### src/hdl/plt_pkg.sv
`timescale 1ns / 1ps

package plt_pkg;

  // Field widths fixed by the interface
  localparam int ID_W     = 64;
  localparam int ADDR_W   = 32;
  localparam int PORT_W   = 16;
  localparam int CAPS_W   = 32;
  localparam int TIME_W   = 64;
  localparam int CMD_W    = 3;
  localparam int STATUS_W = 2;
  localparam int INDEX_W  = 5;
  localparam int CNT_W    = 6;

  // Command codes
  localparam logic [CMD_W-1:0] CMD_ADD_SEED = 3'd0;
  localparam logic [CMD_W-1:0] CMD_HEARD    = 3'd1;
  localparam logic [CMD_W-1:0] CMD_TICK     = 3'd2;
  localparam logic [CMD_W-1:0] CMD_REMOVE   = 3'd3;
  localparam logic [CMD_W-1:0] CMD_HAS_PEER = 3'd4;
  localparam logic [CMD_W-1:0] CMD_READ     = 3'd5;

  // Status codes
  localparam logic [STATUS_W-1:0] ST_OK        = 2'd0;
  localparam logic [STATUS_W-1:0] ST_FULL      = 2'd1;
  localparam logic [STATUS_W-1:0] ST_NOT_FOUND = 2'd2;

  localparam logic [TIME_W-1:0] TIMEOUT_RST = 64'd30000;

  typedef struct packed {
    logic [ID_W-1:0]   id;
    logic [ADDR_W-1:0] addr;
    logic [PORT_W-1:0] port;
    logic [CAPS_W-1:0] caps;
    logic              alive;
    logic [TIME_W-1:0] last_seen;
  } plt_entry_t;

  // Broadcast from the controller to every cell
  typedef struct packed {
    logic              tick;     // age entries this cycle
    logic              remove;   // close the gap at the matching cell
    logic [TIME_W-1:0] now;
    logic [TIME_W-1:0] timeout;
    logic [ID_W-1:0]   key;
    plt_entry_t        wdata;
  } plt_bcast_t;

endpackage

### src/hdl/plt_cell.sv
`timescale 1ns / 1ps

// One table slot: key compare, ageing and shift-down from the right neighbour.
module plt_cell (
  input  logic                clk_i,
  input  plt_pkg::plt_bcast_t bc_i,
  input  logic                occ_i,
  input  logic                wr_i,
  input  logic                chain_i,
  input  plt_pkg::plt_entry_t next_i,
  output logic                chain_o,
  output logic                match_o,
  output plt_pkg::plt_entry_t entry_o
);

  plt_pkg::plt_entry_t         entry_q, entry_d;
  logic [plt_pkg::TIME_W-1:0]  elapsed;
  logic                        stale;

  assign match_o = occ_i && (entry_q.id == bc_i.key);
  // set from the matching slot rightwards
  assign chain_o = chain_i || match_o;

  assign elapsed = bc_i.now - entry_q.last_seen;
  assign stale   = elapsed > bc_i.timeout;

  always_comb begin
    entry_d = entry_q;
    if (bc_i.remove && chain_o) begin
      entry_d = next_i;
    end else if (wr_i) begin
      entry_d = bc_i.wdata;
    end else if (bc_i.tick && stale) begin
      entry_d.alive = 1'b0;
    end
  end

  always_ff @(posedge clk_i) begin
    entry_q <= entry_d;
  end

  assign entry_o = entry_q;

endmodule

### config.mk
export PLATFORM = sky130hd
export DESIGN_NAME = plt_cell
export DESIGN_NICKNAME = d
export VERILOG_FILES = /design/src/hdl/plt_pkg.sv /design/src/hdl/plt_cell.sv
export SDC_FILE = /design/constraint.sdc
export NUM_CORES = 1
export LEC_CHECK = 0
export ABC_AREA = 1
export BUFFER_PORTS_ARGS = -buffer_cell sky130_fd_sc_hd__buf_4
export CAP_MARGIN = 30
export CORE_AREA = 2 2 323 325
export DETAILED_ROUTE_END_ITERATION = 7
export DIE_AREA = 0 0 325 327
export GPL_ROUTABILITY_DRIVEN = 1
export SYNTH_ARGS = -nofsm -noshare
export SYNTH_HDL_FRONTEND = slang
export SYNTH_SLANG_ARGS = --single-unit
### constraint.sdc
create_clock -name clk_i -period 6.6 [get_ports clk_i]
set_input_delay 0.66 -clock clk_i [delete_from_list [all_inputs] [get_ports clk_i]]
set_output_delay 0.66 -clock clk_i [all_outputs]
set_load 0.01 [all_outputs]
# Yosys cells after proc, flatten, opt, wreduce, memory -nomap -nowiden
# Cells that the tools add are included.
[word_totals] wordCells=20 out_inout_bits=211 inputBits=616 ff_bits=209
[op_classes] n_reduce_logical=6 eq_ne=1 n_mux=5 order_cmp=1 add_sub_neg=1
[ops] op="$mux W209" n=1
[ops] op="$mux W144" n=1
[ops] op="$eq A64 B64 Y1" n=1
[ops] op="$gt A64 B64 Y1" n=1
[ops] op="$mux W64" n=1
[ops] op="$sub A64 B64 Y64" n=1
[ops] op="$logic_and A1 B1 Y1" n=3
[ops] op="$reduce_bool A3 Y1" n=1
[ops] op="$mux W1" n=2
[ops] op="$reduce_bool A2 Y1" n=1
[ops] op="$logic_or A1 B1 Y1" n=1

# Depth between registers and ports, before layout
[depth] depth_word=6 depth_mapped=31 ltp_nobuf=31

# Least setup slack after synthesis
# OpenSTA, ideal clock, no wires.
[synth_timing] kind="input to register" start="in bc_i[246] (netlist bit)" end="reg entry_q, in the netlist entry_o[0] (enable)" path_slack_ns=-0.123 path_buffers=1 arrival_time_ns=5.091 path_stages=11 path_cell_list="inv_1 -> or2_2 -> nand4_1 -> nor2_1 -> nand2_1 -> nor2_1 -> nand3_1 -> nand2_2 -> nand2_1 -> clkbuf_1 -> nand2_1"
[synth_via] elab_chain_cells=5
[synth_rtl] item="start, declared" line_no="plt_cell.sv:6" source="input plt_pkg::plt_bcast_t bc_i,"
[synth_rtl] item="$eq A64 B64 Y1" line_no="plt_cell.sv:20" source="assign match_o = occ_i && (entry_q.id == bc_i.key);"
[synth_rtl] item="$logic_and A1 B1 Y1" line_no="plt_cell.sv:20"
[synth_rtl] item="$logic_or A1 B1 Y1" line_no="plt_cell.sv:22" source="assign chain_o = chain_i || match_o;"
[synth_rtl] item="$logic_and A1 B1 Y1" line_no="plt_cell.sv:29" source="if (bc_i.remove && chain_o) begin"
[synth_rtl] item="$reduce_bool A2 Y1 (no line)"
[synth_rtl] item="end signal, assigned" line_no="plt_cell.sv:39" source="entry_q <= entry_d;"
[synth_rtl] item="end, declared" line_no="plt_cell.sv:16" source="plt_pkg::plt_entry_t entry_q, entry_d;"
# Every way passes these cells.
# A chain may end at the register's enable or synchronous reset.

# Final worst setup path
[layout_timing] start="reg entry_q, in the netlist entry_o[171]" end="reg entry_q, in the netlist entry_o[0] (enable)"
[layout_via] elab_chain_cells=5
[layout_rtl] item="$eq A64 B64 Y1" line_no="plt_cell.sv:20"
[layout_rtl] item="$logic_and A1 B1 Y1" line_no="plt_cell.sv:20"
[layout_rtl] item="$logic_or A1 B1 Y1" line_no="plt_cell.sv:22"
[layout_rtl] item="$logic_and A1 B1 Y1" line_no="plt_cell.sv:29"
[layout_rtl] item="$reduce_bool A2 Y1 (no line)"
# Every way passes these cells.

==> reports/metrics.yaml <==
worst_setup_path:
  worstPathArrival_ns: 4.60
  crit_path_max_incr_delay_ns: 0.92
  crit_path_start_kind: "flip-flop"
  critical_path_peak_fanout: 94
  cp-end-kind: "flip-flop"
  critical_path_required_ns: 6.89
  crit_path_end: "entry_o[0]"
  reg2reg_slack_ns: 2.29
  ff2ff_path_depth: 10
  critPathLaunch: "entry_o[171]"
  critPathSlowestCell: "nand2_8"
  worstPathCellList: "xnor2_1, nand3_1, nor2_1, nand2_1, nor2_1, nand3_1, nand2_8, nand2_4, nand2_8, buf_12"
  r2r-start: "entry_o[171]"
  rr_endpoint: "entry_o[0]"
  critPathKind: "flip-flop to flip-flop"
clocking:
  holdBufCountCts: 0
  cts_max_level: 1
  ctsRootBufferMaster: "clkbuf_16"
  tritoncts.num_buffers: 29
  clk-insertion-delay-late_ns: 0.62
  number_of_gates_given_a_new_drive_strength_after_cts: 0
  cts_tree: "yes"
  clock_sink_count: 209
  clk_path_buf_depth: 3
  post_cts_buffers: 0
  worst_setup_hold_path_clk_slew_ns: 0.07
finish:
  syn_to_layout_area_delta_pct: 48.5
  nNetsFinal: 4233
  post_route_cells_drive_above_1_share_pct: 25.2
  max_reg_flops: 209
  postLayoutCellArea_mm2: 0.0266
  finalCoreUtilization_pct: 25.9
grt:
  gr-total-overflow: 0
  maximum_number_of_pins_on_one_net_before_global_route_repair: 97
  grt_antenna_before_repair: 51
  grt_pass1_wl_mm: 155
  vias_in_the_first_global_route: 21281
  grt_util_all_layers_pct: 20.4
routing:
  totalWireLength_mm: 113
  viasPerCell: 4.34
  detailed_routing_iteration_count_for_the_pre_antenna_repair_pass: 5
  antenna_left: 0
  drt_iter0_drc: 1400
  wl_per_cell_um: 23.0
  routed-via-count: 21257
  detail_route.drc_violations: 0
run_status:
  outcome: "complete, no violations"
timing:
  worst_slack_ns: 2.29
  finalHoldViolCount: 0
  setup-tns-final_ns: 0
  clock-skew-final_ns: 0.0157
  fin_crit_ns: 4.31
  slew_viol_final: 0
  finalSetupViolations: 0
  slew-limit-headroom_pct: 30.7
  tightest_slew_ns: 1.04
  max_clock_freq_mhz: 232
  unrepaired_setup_endpoints_after_global_routing: "no"
  fin_crit_sh_pct: 65.4
logic_synthesis:
  synthTopCellsByArea: "edfxtp_1, nand2_1, inv_1"
  syn_area_mm2: 0.0179
  synth_top_area_cell: "edfxtp_1"
  synthTopCellsByCount: "nand2_1, inv_1, nand3_1"
  postSynthNetCount: 3434
  ys_types: 29
  syn_inst: 2690
  synth_ff_type: "edfxtp_1"
  synth_area_per_cell_um2: 6.66
  synth_edf_count: 209
  combinational_family_with_the_most_area_after_synthesis: "simple AND/OR/NAND/NOR gates"
  post-synth-top-area-fraction_pct: 35.0
  synth.most_common_cell: "nand2_1"
  synth_simple_gate_area_share_pct: 36.4
  total_of_warnings_raised_by_yosys: 0
  synth-async-reset-ratio_pct: 0
  synth_compound_area_share_pct: 6.11
  postSynthRegisterBits: 209
  synth_fa_ha_area_share_pct: 8.98
  synth_sequential_area_ratio_pct: 35.0
  portion_of_netlist_area_occupied_by_mux_cells_pct: 0
  xor_and_xnor_fraction_of_the_mapped_netlist_area_pct: 2.30
power:
  pwr_density_cell_mw_per_mm2: 216
  ir_drop_mv: 0.151
  power.leakage_nw: 14.2
die:
  initial_core_util_pct: 17.4
  core_area_mm2: 0.103
  chipWidth_um: 325
  top_level_ports: 827
  design.die.area_mm2: 0.106
  core.rowCount: 118
  die_y_um: 327
placed_design:
  dp_hpwl_mm: 98.6
  gp_routability_congestion: 0.996
  place_area_mm2: 0.0256
  dpl_worst_slack_ns: 1.95
  port_buffers: 826
job:
  count_of_maximum_capacitance_violations: 0
worst_hold_path:
  min_path_type: "input port to flip-flop"
worst max-delay path: cells and delay by family, from the launching register on:
| family | cells | cell delay (ns) |
|---|---|---|
| buffers and inverters | 1 | 0.38 |
| XOR/XNOR | 1 | 0.44 |
| flip-flops | 1 | 0.51 |
| AND/OR/NAND/NOR | 8 | 2.40 |
power by group:
part	internal, W	switching (W)
Clock	0.000997	0.000689
Combinational	0.000903	0.00138
Sequential	0.00165	0.000131
per-layer routing:
layer	GRT usage, %	wire [um]	vias to the layer above
met2	36.8	55900	895
met3	6.59	10100	176
met4	5.16	3360	50
met5	0	354	-
li1	-	-	10213
met1	23.0	43300	9923
stage by stage:
stage | power [W] | hold slack, ns | cells
after floorplan | 0.00292 | 0.839 | 2690
after global placement | 0.00409 | 0.925 | 4838
after detailed placement | 0.00410 | 0.925 | 4838
after CTS | 0.00581 | 0.252 | 4889
after global routing | 0.00607 | 0.282 | 4894
final | 0.00576 | 0.300 | 4901
how the worst min path moves through the flow:
| stage | startpoint | end | slack [ns] | cells past startpoint |
|---|---|---|---|---|
| after floorplan | bc_i[0] | entry_o[0] | 0.84 | 2 |
| after global placement | bc_i[157] | entry_o[157] | 0.93 | 3 |
| after detailed placement | bc_i[166] | entry_o[166] | 0.93 | 3 |
| after CTS | bc_i[49] | entry_o[49] | 0.25 | 3 |
| after global routing | bc_i[166] | entry_o[166] | 0.28 | 3 |
| final | bc_i[166] | entry_o[166] | 0.30 | 3 |
cell usage in the layout (no fill, tap or decap), drive strengths merged, types with 10 or more instances in the layout:
cell	count
diode	12
nand3	277
ha	127
o21bai	12
xor2	37
nand4	37
a21oi	124
clkinv	10
nand2	1058
nor3	20
nor2	187
xnor2	10
clkbuf	36
inv	433
edfxtp	209
o21ai	56
buf	836
layout make-up:
| class | instances | area [um^2] |
|---|---|---|
| Fill cell | 11655 | 76300 |
| Multi-Input combinational cell | 1980 | 9680 |
| Timing Repair Buffer | 837 | 6310 |
| Sequential cell | 209 | 6280 |
| Tap cell | 1380 | 1730 |
| Inverter | 432 | 1620 |
| Clock buffer | 35 | 748 |
| Clock inverter | 16 | 219 |
| Antenna cell | 12 | 30.0 |
cell families (layout without fill, tap and decap cells):
| kind of cell | after synthesis | count (layout) |
|---|---|---|
| XOR/XNOR | 47 | 47 |
| other | 0 | 12 |
| AND/OR/NAND/NOR | 1599 | 1599 |
| AO/OA/AOI/OAI | 206 | 206 |
| buffers and inverters | 501 | 1320 |
| flip-flops | 209 | 209 |
| adder cells (fa/ha/maj) | 128 | 128 |
Power figures use the tool's default switching activity.
